==> src/hdl/nct_pkg.sv <==
// Package for the nibble counter table: field widths, codes, FSM state
// and the command/status structs between controller and datapath. No deps.
package nct_pkg;

    localparam int IDX_W            = 12;
    localparam int IDX_SPAN         = 1 << IDX_W;
    localparam int CNT_W            = 4;
    localparam int BYTES_W          = 11;
    localparam int NUM_COUNTERS_DEF = 2048;
    localparam int S_TDATA_W        = 16;
    localparam int M_TDATA_W        = 8;

    localparam logic [CNT_W-1:0] CNT_MAX = 4'hf;
    localparam logic [CNT_W-1:0] CNT_MIN = 4'h0;

    typedef enum logic [1:0] {
        OP_INC   = 2'd0,
        OP_DEC   = 2'd1,
        OP_CHECK = 2'd2
    } op_t;

    typedef enum logic [1:0] {
        STAT_OK    = 2'd0,
        STAT_RANGE = 2'd1,
        STAT_OVER  = 2'd2,
        STAT_UNDER = 2'd3
    } status_t;

    typedef enum logic [1:0] {
        S_CLEAR = 2'd0,
        S_IDLE  = 2'd1,
        S_EXEC  = 2'd2
    } state_t;

    typedef struct packed {
        logic accept;   // latch item, issue memory read
        logic exec;     // update counter, load result register
        logic clear;    // one step of the clearing pass
    } ctrl_cmd_t;

    typedef struct packed {
        logic clear_last;   // clearing pass is at its last entry
        logic out_hold;     // result register full and stalled
    } dp_status_t;

endpackage

==> src/hdl/nct_ctrl.sv <==
// Controller FSM for the nibble counter table: clearing pass, accept, execute.
// Depends on nct_pkg.
module nct_ctrl (
    input  logic                   clk,
    input  logic                   rst_n,
    input  logic                   s_tvalid,
    output logic                   s_tready,
    input  nct_pkg::dp_status_t    status,
    output nct_pkg::ctrl_cmd_t     cmd
);

    nct_pkg::state_t state_reg;
    nct_pkg::state_t state_next;

    always_ff @(posedge clk or negedge rst_n)
    begin
        if (!rst_n)
        begin
            state_reg <= nct_pkg::S_CLEAR;
        end
        else
        begin
            state_reg <= state_next;
        end
    end

    always_comb
    begin
        state_next = state_reg;
        unique case (state_reg)
            nct_pkg::S_CLEAR:
            begin
                if (status.clear_last)
                begin
                    state_next = nct_pkg::S_IDLE;
                end
            end
            nct_pkg::S_IDLE:
            begin
                if (s_tvalid)
                begin
                    state_next = nct_pkg::S_EXEC;
                end
            end
            nct_pkg::S_EXEC:
            begin
                if (!status.out_hold)
                begin
                    state_next = nct_pkg::S_IDLE;
                end
            end
            default:
            begin
                state_next = nct_pkg::S_CLEAR;
            end
        endcase
    end

    always_comb
    begin
        s_tready   = 1'b0;
        cmd.accept = 1'b0;
        cmd.exec   = 1'b0;
        cmd.clear  = 1'b0;
        unique case (state_reg)
            nct_pkg::S_CLEAR:
            begin
                cmd.clear = 1'b1;
            end
            nct_pkg::S_IDLE:
            begin
                s_tready   = 1'b1;
                cmd.accept = s_tvalid;
            end
            nct_pkg::S_EXEC:
            begin
                cmd.exec = !status.out_hold;
            end
            default:
            begin
                s_tready = 1'b0;
            end
        endcase
    end

endmodule

==> config.mk <==
export PLATFORM = sky130hd
export DESIGN_NAME = nct_ctrl
export DESIGN_NICKNAME = d
export VERILOG_FILES = /design/src/hdl/nct_pkg.sv /design/src/hdl/nct_ctrl.sv
export SDC_FILE = /design/constraint.sdc
export NUM_CORES = 1
export LEC_CHECK = 0
export BUFFER_PORTS_ARGS = -buffer_cell sky130_fd_sc_hd__clkbuf_2
export CORE_AREA = 2 2 39 41
export CTS_BUF_LIST = sky130_fd_sc_hd__clkbuf_4 sky130_fd_sc_hd__clkbuf_8 sky130_fd_sc_hd__clkbuf_16
export CTS_CLUSTER_DIAMETER = 120
export DETAILED_ROUTE_END_ITERATION = 7
export DIE_AREA = 0 0 41 43
export PLACE_DENSITY = 0.3
export SLEW_MARGIN = 20
export SYNTH_ARGS = -nofsm -noshare
export SYNTH_HDL_FRONTEND = slang
export SYNTH_SLANG_ARGS = --single-unit
==> constraint.sdc <==
create_clock -name clk -period 1.1 [get_ports clk]
set_clock_uncertainty 0.15 [all_clocks]
set_input_delay 0.055 -clock clk [delete_from_list [all_inputs] [get_ports clk]]
set_output_delay 0.055 -clock clk [all_outputs]
set_load 0.02 [all_outputs]
==> results of run 1 <==
report_power, final:
part	switching, uW	leakage (uW)	internal [uW]
combinational	182	0.0000986	226
clock	41.5	0.0000138	120
sequential	68.0	0.0000226	116
total	292	0.000135	463
per-stage QoR:
stage / setup WS, ns / setup TNS [ns]
2_1_floorplan: 0.00310 / 0
3_3_place_gp: 0.0263 / 0
3_5_place_dp: 0.00425 / 0
4_1_cts: -0.167 / -0.510
5_1_grt: -0.184 / -0.602
6_report: -0.145 / -0.383
layer usage:
metal  global-route usage  wire length, um  vias up
met5                    0                0        -
met4               0.0600                0        0
met3               0.0471               43        0
met2               0.0500              148        9
met1               0.0579              175       60
li1                     -                -       71
synth_stat cells:
master	instances	share of area
sky130_fd_sc_hd__dfrtp_1	2	0.42
sky130_fd_sc_hd__inv_1	2	0.063
sky130_fd_sc_hd__nor2_1	2	0.063
sky130_fd_sc_hd__a21o_1	1	0.063
sky130_fd_sc_hd__and2_4	1	0.073
sky130_fd_sc_hd__and3b_1	1	0.073
sky130_fd_sc_hd__nand2b_1	1	0.052
sky130_fd_sc_hd__nor3b_1	1	0.063
sky130_fd_sc_hd__o32ai_2	1	0.14
cell usage in the layout, fill, tap and decap left out:
| master | Yosys | final |
|---|---|---|
| sky130_fd_sc_hd__a21o_1 | 1 | 1 |
| sky130_fd_sc_hd__and2_4 | 1 | 1 |
| sky130_fd_sc_hd__and3b_2 | 0 | 1 |
| sky130_fd_sc_hd__buf_4 | 0 | 2 |
| sky130_fd_sc_hd__buf_6 | 0 | 1 |
| sky130_fd_sc_hd__buf_8 | 0 | 1 |
| sky130_fd_sc_hd__clkbuf_2 | 0 | 4 |
| sky130_fd_sc_hd__clkbuf_4 | 0 | 3 |
| sky130_fd_sc_hd__dfrtp_2 | 0 | 2 |
| sky130_fd_sc_hd__dlygate4sd3_1 | 0 | 3 |
| sky130_fd_sc_hd__inv_1 | 2 | 1 |
| sky130_fd_sc_hd__inv_2 | 0 | 1 |
| sky130_fd_sc_hd__nand2b_4 | 0 | 1 |
| sky130_fd_sc_hd__nor2_1 | 2 | 2 |
| sky130_fd_sc_hd__nor3b_2 | 0 | 1 |
| sky130_fd_sc_hd__o32ai_2 | 1 | 1 |
area by class of cell:
type	instances	share of cell area
Tap cell	16	0.0741
Inverter	2	0.0278
Timing Repair Buffer	11	0.338
Clock buffer	3	0.0833
Sequential cell	2	0.194
Multi-Input combinational cell	8	0.282
how the worst max path moves through the flow:
stage	start	endpoint	slack, ns	cells after the start
3_5_place_dp	state_reg[0]$_DFFE_PN0P_	state_reg[1]$_DFFE_PN0P_	0.004	2
2_1_floorplan	state_reg[0]$_DFFE_PN0P_	state_reg[1]$_DFFE_PN0P_	0.003	2
4_1_cts	state_reg[1]$_DFFE_PN0P_	cmd[2]	-0.17	2
3_3_place_gp	state_reg[0]$_DFFE_PN0P_	state_reg[1]$_DFFE_PN0P_	0.03	2
6_report	state_reg[0]$_DFFE_PN0P_	cmd[2]	-0.15	2
5_1_grt	state_reg[1]$_DFFE_PN0P_	cmd[2]	-0.18	2
logic make-up after synthesis:
family | synth area share
compound gates | 0.198
buf+inv | 0.0625
simple gates | 0.323
flops | 0.417
timing repair:
item | 4_1_cts | 5_1_grt
endpoints found under the setup margin | 4 | 6
hold endpoints to repair | 3 | 1
hold buffers | 2 | 1
gates resized for setup | 6 | 8
pin swaps | 1 | 1
buffers inserted | 0 | 0
worst register-to-register path: stages, from the launching register on:
cell,delay [ns]
sky130_fd_sc_hd__dfrtp_2,0.45
sky130_fd_sc_hd__and3b_2,0.24
sky130_fd_sc_hd__a21o_1,0.16
==> out/summary.md, run 1 <==
For the detailed-routing iteration count for the pre-antenna-repair pass, the log shows 2. The number of hold violations in the final report is 0, and the number of diodes is 0. The fill cell instance count of the final layout was 158; the largest net degree at the start of global routing was 7. Data on the critical path is required at its endpoint by 0.89 ns.

Leaving out filler cells and counting taps, the final layout contains 42. The finished cells cover 270 um2. The worst slew margin relative to its limit was 0.864. Along the worst hold path, the cell count comes to 3. During synthesis, Yosys emitted a total of 0 warnings. In this run the critical register-to-register path is launched from state_reg[0]$_DFFE_PN0P_.

The share of layout cells above drive strength 1 is 0.731, and the layout-stage area growth over the synthesis result is 125%. Reg-to-reg critical path endpoint: state_reg[1]$_DFFE_PN0P_. After detailed placement, the total cell area comes to 186 um2. For the final-report max-slew violation count, the log shows 0. Counting cells, the worst reg-to-reg path comes to 2. For the I/O pin count, the log shows 9. At the end of routability-driven placement, the weighted congestion stood at 0.509. The run gives 0.417 as the sequential share of the synthesized area.

Max-cap violations in this run came to 0. The total overflow left after global routing is 0. The number of port buffers was 8; the setup violation total in the final timing report was 5. Dividing the detail-routed wire length by the instance count gives 8.74 um.

The number of antenna-violating nets in the routed design was 0. The type of element launching the critical path is a register. The largest single stage delay on the critical path is 0.45 ns.

The worst setup path is captured at an output pin. Setup repair after global routing could not meet its margin everywhere. The routed design has 367 um of wire. Post-route DRC violation count: 0. The cell count after synthesis came out at 12.

The logs give 0.000677 V for the peak supply drop and 755 uW for the total power consumption of the routed design. The floorplan step set the die height to 43 um. At the later pin of the worst-skew pair, clock insertion delay measures 0.22 ns. The setup slack of the critical path after layout is -0.145 ns. Clock tree synthesis inserted a total of 3 buffers. The critical path buffer and inverter count came out at 1. Kind of critical path: register to output pin. The tools report the die area as 0.00176 mm2. The worst hold path terminates at state_reg[0]$_DFFE_PN0P_. The slew of the pin with the lowest slew margin came out at 0.204 ns.

The final cycle utilization of the critical path was 1.13; the area of the multi-input gates was 76.3 um2. TritonCTS built the clock tree. The clock transition at the register clock pins on the worst setup and hold paths after CTS came out at 0.03 ns. The final route contains 140 vias. The post-detailed-route via-to-cell ratio came out at 3.33. The run gives 0.00138 mm2 as the floorplan core area.

Traced cell by cell, the critical path runs through and3b_2 -> buf_8. The tools report the post-route core utilization as 0.195. Grouping stages by cell kind, the critical path spends the most delay in flip-flops. The tools report the via count of the first global-routing pass as 132.

The final reports fail on negative setup slack. In this run the deepest clock path goes through 2 buffers. The initial antenna violation count was 0. The overall fraction of global-route tracks in use came out at 0.0522. The total number of H-tree levels was 1; the DRC violation total after the first TritonRoute iteration was 3. The tightest hold path in the finished design has a slack of 0.0235 ns. The synthesized netlist occupies a cell area of 120 um2.

The worst path in the final design needs a cycle of 1.25 ns, including I/O delays and setup. In this run, synthesis produced a sequential element count of 2. Slowest library cell on the worst path: sky130_fd_sc_hd__dfrtp_2.

The setup check on the worst reg-to-reg path leaves a slack of -0.01 ns. The first global-routing pass estimated 524 um of wire. The area of all sequential standard cells came out at 52.6 um2.

The register with the most flip-flops in the layout has 2 of them. In this run the worst path has a maximum fanout of 6. The post-synthesis cell type count is 9. The startpoint of the most critical hold path was status[1]. The achievable clock frequency was 0.803 GHz; the number of sinks handled by clock tree synthesis was 2. The run finished, with violations left. The type of the worst min-delay path was input port to register. The run gives 17 as the synthesized netlist net count. Data arrives at the worst endpoint at 1.04 ns. The number of rows created at floorplan is 14, and the power per unit of standard cell area is 2790 mW/mm2. The number of cells after detailed placement is 36. At the end of the flow, the number of nets in the layout was 33. The chip width is 41 um, and the per-instance average area after synthesis is 10.0 um2.

The total leakage power was 0.000135 uW. The initial cell density of the core is 0.0868. The root buffer cell is sky130_fd_sc_hd__clkbuf_4.
Power figures use the tool's default switching activity.
==> run 2: changes to the inputs <==
--- a/config.mk
+++ b/config.mk
@@ -11,7 +11,7 @@
 export CTS_CLUSTER_DIAMETER = 120
 export DETAILED_ROUTE_END_ITERATION = 7
 export DIE_AREA = 0 0 41 43
-export PLACE_DENSITY = 0.3
+export PLACE_DENSITY = 0.37
 export SLEW_MARGIN = 20
 export SYNTH_ARGS = -nofsm -noshare
 export SYNTH_HDL_FRONTEND = slang
==> run 2 against run 1 <==
The flow still finishes with violations (negative setup slack); wire length is 8.4% higher; count of clock-buffer cells in the layout stayed put; cell count is 9.5% higher; non-clock buffer count is 4 higher; power is 3.3% higher; combinational power is 9.8% higher; critical path depth stayed put; register-to-register slack worse by 0.08 ns; largest cell class unchanged; worst setup slack better by 0.0067 ns; critical path type unchanged; highest routed layer is now met4.
==> out/summary.md, run 2 (synthesized netlist as in run 1, its figures left out) <==
The run finished, with violations left. The checks that failed: negative setup slack. The tools report the data required time of the critical path as 0.89 ns. After detailed routing, the number of remaining DRC violations is 0. The initial antenna violation count is 0, and the I/O pin count is 9. Dividing the detail-routed via count by the number of cells gives 3.41. The run gives 0.0461 ns as the final-layout worst hold slack. For the overall fraction of global-route tracks in use, the log shows 0.0553.

The clock passes through at most 2 buffers. The via count of the first global-routing pass was 132. The logs give 0.212 for the post-route core utilization and 0.000878 V for the peak supply drop. For the total power consumption of the routed design, the log shows 780 uW.

The tools report the setup slack of the critical path after layout as -0.139 ns. The setup slack of the most critical reg-to-reg path was -0.09 ns. The critical path buffer and inverter count is 1.

STA classifies the critical path startpoint as a register. TritonCTS built the clock tree. Portion of total power attributed to combinational logic: 0.575. The tools report the setup violation total in the final timing report as 6. Final critical delay including setup and external delays: 1.24 ns.

The initialized floorplan defines 14 standard-cell rows. Setup repair after global routing could not meet its margin everywhere. The final layout contains 37 nets.

The worst slew margin relative to its limit was 0.867. The type of the worst min-delay path is input port to register. Die span in y: 43 um. The signal on the critical path passes through and3b_2 -> buf_8. The clock net in this run drives a total of 2 sinks. The register with the most flip-flops in the layout has 2 of them. Dividing the detail-routed wire length by the instance count gives 8.65 um.

The run gives 1 as the total number of H-tree levels. The final cycle utilization of the critical path is 1.13, and the number of antenna-violating nets in the routed design is 0. The initial cell density of the core was 0.0868; the total leakage power was 0.000154 uW. The largest fanout on the critical path is 5. The kind of capture point of the worst setup path is an output pin. The placed wire-length estimate after detailed placement is 259 um, and the number of diodes is 0. In this run the power density over the cells is 2650 mW/mm2. In the layout the commonest cells are sky130_fd_sc_hd__clkbuf_4, sky130_fd_sc_hd__dlygate4sd3_1, sky130_fd_sc_hd__clkbuf_2, sky130_fd_sc_hd__buf_4. The clock group share of total power is 0.220, and the wire length of the first global-routing pass is 531 um.

Entering global routing, the biggest net connects 7 pins. Kind of critical path: register to output pin. Share of layout cells above drive strength 1: 0.633.

Portion of total power attributed to sequential cells: 0.205. For the worst-skew pair, the clock arrives at the later sink with an insertion delay of 0.23 ns. The layout-stage area growth over the synthesis result was 145%; the slew of the pin with the lowest slew margin was 0.200 ns. The chip width came out at 41 um.

Grouping stages by cell kind, the critical path spends the most delay in flip-flops. The achievable clock frequency came out at 0.807 GHz. Wires add up to 398 um. The die covers 0.00176 mm2. The region available for standard cell placement spans 0.00138 mm2. The logs give 1 for the DRC violation total after the first TritonRoute iteration and 484 uW for the cell-internal power. The largest individual stage delay along the critical path comes from the cell sky130_fd_sc_hd__dfrtp_1. The count of buffers added on input and output ports is 8. The run gives 1.03 ns as the critical path arrival.

In this design, the stage delay of the slowest critical-path cell is 0.40 ns. Clock transition at the register clock pins on the worst setup and hold paths after CTS: 0.03 ns. The cell sitting at the root of the clock tree is a sky130_fd_sc_hd__clkbuf_4. The tools report the net switching power as 296 uW.

The final-report max-slew violation count came out at 0. Counting the buffers created by CTS gives 3. For the number of max-cap violations, the log shows 0. The number of hold violations in the final report came out at 0. Routability-driven placement finished with a final weighted congestion of 0.569.

The switching share of power is 0.379, and the routed via count is 157. The detailed-routing iteration count for the pre-antenna-repair pass is 2, and the total congestion overflow is 0.
-- run 2: cell count changes in the layout (fill, tap and decap cells not counted) --
cell | before | now
sky130_fd_sc_hd__buf_4 | 2 | 4
sky130_fd_sc_hd__clkbuf_4 | 3 | 4
sky130_fd_sc_hd__dfrtp_1 | 0 | 1
sky130_fd_sc_hd__dfrtp_2 | 2 | 1
sky130_fd_sc_hd__dlygate4sd3_1 | 3 | 4
sky130_fd_sc_hd__inv_1 | 1 | 2
sky130_fd_sc_hd__inv_2 | 1 | 0
sky130_fd_sc_hd__nand2b_1 | 0 | 1
sky130_fd_sc_hd__nand2b_4 | 1 | 0
-- run 2: per-stage QoR --
step	cell area (um2)	TNS [ns]	setup slack, ns	std cells
floorplan	126	0	0.00310	12
global placement	186	0	0.0395	36
detailed placement	186	0	0.0121	36
CTS	282	-0.591	-0.159	45
global route	294	-0.792	-0.176	46
finish	294	-0.544	-0.139	46
-- run 2: repair_timing --
action,4_1_cts,5_1_grt
hold endpoints to repair,3,0
buffers inserted,2,1
setup endpoints to repair,4,6
pin swaps,1,0
gates resized for setup,6,4
hold buffers,4,0
-- run 2: area by class of cell --
type                            count  area, um2
Timing Repair Buffer               15        124
Sequential cell                     2       51.3
Fill cell                         153       1090
Multi-Input combinational cell      8       68.8
Tap cell                           16       20.0
Clock buffer                        3       22.5
Inverter                            2       7.51
-- run 2: per-layer routing --
metal  up-vias  routed length (um)  track usage
li1         77                   -            -
met1        67                 163       0.0581
met4         0                  11       0.0600
met2        11                 151       0.0500
met3         2                  71       0.0628
met5         -                   0            0
-- run 2: worst reg2reg max path, delay by kind of cell, from the launching register on --
| family | cells | cell delay, ns |
|---|---|---|
| AOI/OAI and AO/OA | 1 | 0.15 |
| buffers and inverters | 1 | 0.12 |
| DFF | 1 | 0.43 |
| and+or+nand+nor | 1 | 0.24 |
-- run 2: final timing paths --
check,start,cells past startpoint,to
worst max-delay path,state_reg[1]$_DFFE_PN0P_,2,cmd[2]
min in group asynchronous,rst_n,3,state_reg[1]$_DFFE_PN0P_
worst min register to register,state_reg[0]$_DFFE_PN0P_,2,state_reg[0]$_DFFE_PN0P_
worst max register to register,state_reg[0]$_DFFE_PN0P_,3,state_reg[1]$_DFFE_PN0P_
max in group asynchronous,rst_n,3,state_reg[0]$_DFFE_PN0P_
worst min-delay path,status[0],3,state_reg[0]$_DFFE_PN0P_
-- run 2: power groups by stage --
| stage | combinational [uW] | clock, uW | sequential (uW) |
|---|---|---|---|
| after floorplan | 217 | 0 | 151 |
| after global placement | 293 | 0 | 160 |
| after detailed placement | 304 | 0 | 162 |
| after CTS | 404 | 180 | 161 |
| after global routing | 475 | 187 | 165 |
| final | 448 | 172 | 160 |
==> run 3: changes to the inputs <==
--- a/config.mk
+++ b/config.mk
@@ -11,6 +11,7 @@
 export CTS_CLUSTER_DIAMETER = 120
 export DETAILED_ROUTE_END_ITERATION = 7
 export DIE_AREA = 0 0 41 43
+export MAX_ROUTING_LAYER = met4
 export PLACE_DENSITY = 0.37
 export SLEW_MARGIN = 20
 export SYNTH_ARGS = -nofsm -noshare
==> run 3 against run 2 <==
The run still ends with negative setup slack left; critical path type unchanged; register-to-register slack is essentially flat; worst setup slack gained 0.0013 ns; sequential share of layout area is the same; clock power is essentially flat; via count shrank 0.64%; global-route usage grew 0.14 points; first-iteration DRC count is the same.
==> out/summary.md, run 3 (synthesized netlist as in run 1, its figures left out) <==
The detailed-routing iteration count for the pre-antenna-repair pass was 2; the routed via count was 156. The maximum single-stage delay on the critical path works out to 0.40 ns. In the layout the commonest cells are sky130_fd_sc_hd__clkbuf_4, sky130_fd_sc_hd__dlygate4sd3_1, sky130_fd_sc_hd__clkbuf_2, sky130_fd_sc_hd__buf_4.

The register with the most flip-flops in the layout has 2 of them. The kind of critical path is register to output pin. For the pin with the worst max-slew slack, the measured transition is 0.200 ns. The setup check on the worst reg-to-reg path leaves a slack of -0.09 ns.

In this run the clock root is driven by a sky130_fd_sc_hd__clkbuf_4. Across the whole layout, storage elements account for 51.3 um2. The die is 43 um tall.

The largest fanout on the critical path came out at 5. The slowest library cell on the worst path is sky130_fd_sc_hd__dfrtp_1. The area of the multi-input gates is 68.8 um2. The total leakage power was 0.000154 uW.

The worst register-to-register path ends at state_reg[1]$_DFFE_PN0P_. The largest net degree at the start of global routing was 7. The number of cells traversed by the worst register-to-register path is 3.

The layout-stage area growth over the synthesis result is 145%. The clock transition at the register clock pins on the worst setup and hold paths after CTS is 0.03 ns. Initial antenna violation count: 0. Walking the worst path, the cells encountered are and3b_2 -> buf_8. The initial cell density of the core was 0.0868. The type of element launching the critical path is a register. The run gives -0.137 ns as the setup slack of the critical path after layout. The final critical delay including setup and external delays is 1.24 ns.

Floorplan core area: 0.00138 mm2. The checks that failed: negative setup slack. Type of the worst min-delay path: input port to register.

Total number of H-tree levels: 1. The total congestion overflow is 0. The worst-case IR drop observed on VDD is 0.000880 V. The number of rows created at floorplan was 14.

In this run, CTS created clock tree buffers numbering 3. The chip width is 41 um, and the final weighted congestion in routability-driven placement is 0.572. The final cycle utilization of the critical path came out at 1.12. TritonCTS built the clock tree. For the via count of the first global-routing pass, the log shows 128. The final-report max-slew violation count is 0, and the post-detailed-route via-to-cell ratio is 3.39. The post-route DRC violation count was 0; the placed wire-length estimate after detailed placement was 259 um. The DRC violation total after the first TritonRoute iteration is 1. The setup violation total in the final timing report is 6. The run finished, with violations left.

The share of layout cells above drive strength 1 is 0.633, and the final-layout worst hold slack is 0.0479 ns. The run gives 0.23 ns as the clock latency on the worst-skew pair. In the final design database the tool counted 37 nets.

The number of diodes came out at 0. The run gives 1.03 ns as the critical path arrival. During placement, the flow inserted port buffers numbering 8.

Start point of the critical path: state_reg[1]$_DFFE_PN0P_. The power per unit of standard cell area was 2650 mW/mm2; the number of antenna-violating nets in the routed design was 0. The worst setup path is captured at an output pin. Setup repair after global routing could not meet its margin everywhere. For the I/O pin count, the log shows 9.

The routed design has 400 um of wire. The worst slew margin relative to its limit was 0.867. In this run the critical register-to-register path is launched from state_reg[0]$_DFFE_PN0P_. The die area is 0.00176 mm2. Across the run, the number of max-cap violations was 0. After detailed routing, the average wire length per cell comes to 8.70 um.

STA puts the critical path data required time at 0.89 ns. Derived from the worst setup path, the maximum achievable clock frequency is 0.808 GHz. The logs give 2 for the buffer depth of the longest clock path and 153 for the fill cell instance count of the final layout. The first global-routing pass estimated 531 um of wire. The number of hold violations in the final report is 0.

The tools report the overall fraction of global-route tracks in use as 0.0566. End of the critical path: cmd[2]. OpenSTA, run right after detailed placement, puts the worst setup slack at 0.0121 ns.

The run gives 2 as the number of sinks handled by clock tree synthesis.
==> run 3: cell counts in the layout (fill, tap and decap cells not counted) <==
No cell type changed its count.
==> run 3: how the worst min path moves through the flow <==
stage / start / end / slack (ns) / depth (start not counted)
after floorplan: rst_n / state_reg[0]$_DFFE_PN0P_ / -0.39 / 0
after global placement: rst_n / state_reg[0]$_DFFE_PN0P_ / -0.31 / 1
after detailed placement: rst_n / state_reg[0]$_DFFE_PN0P_ / -0.30 / 1
after CTS: status[0] / state_reg[0]$_DFFE_PN0P_ / 0.04 / 3
after global routing: status[0] / state_reg[0]$_DFFE_PN0P_ / 0.06 / 3
final: status[0] / state_reg[0]$_DFFE_PN0P_ / 0.05 / 3
==> run 3: per-stage QoR <==
step                instances  TNS [ns]   util  cell area (um2)  total power [uW]
floorplan                  12         0      -              126               368
finish                     46    -0.541  0.212              294               779
CTS                        45    -0.591  0.203              282               744
global placement           36         0  0.135              186               453
detailed placement         36         0  0.135              186               466
global route               46    -0.792  0.212              294               827
==> run 3: power breakdown <==
group | switching (uW) | internal, uW | leakage (uW)
Combinational | 199 | 250 | 0.000116
Clock | 49.2 | 121 | 0.0000138
Sequential | 47.0 | 113 | 0.0000240
Total | 295 | 484 | 0.000154
==> run 3: area by class of cell <==
| type | count | area share |
|---|---|---|
| Timing Repair Buffer | 15 | 0.421 |
| Multi-Input combinational cell | 8 | 0.234 |
| Sequential cell | 2 | 0.174 |
| Clock buffer | 3 | 0.0766 |
| Tap cell | 16 | 0.0681 |
| Inverter | 2 | 0.0255 |
==> run 3: worst max-delay path, delay by kind of cell (launching register included) <==
family,cells,cell delay [ns]
buf+inv,1,0.12
simple gates,1,0.29
flops,1,0.40
==> run 3: routing by layer <==
layer	up-vias	track usage	routed length [um]
met5	-	-	0
met4	0	0.0600	8
met3	2	0.0628	70
met2	11	0.0500	158
met1	66	0.0581	162
li1	77	-	-
==> run 3: repair_timing <==
item,in CTS,in global routing
gates resized for setup,6,4
pin swaps,1,0
hold buffers,4,0
endpoints found under the setup margin,4,6
setup buffers,2,1
gates cloned,0,0
hold endpoints to repair,3,0
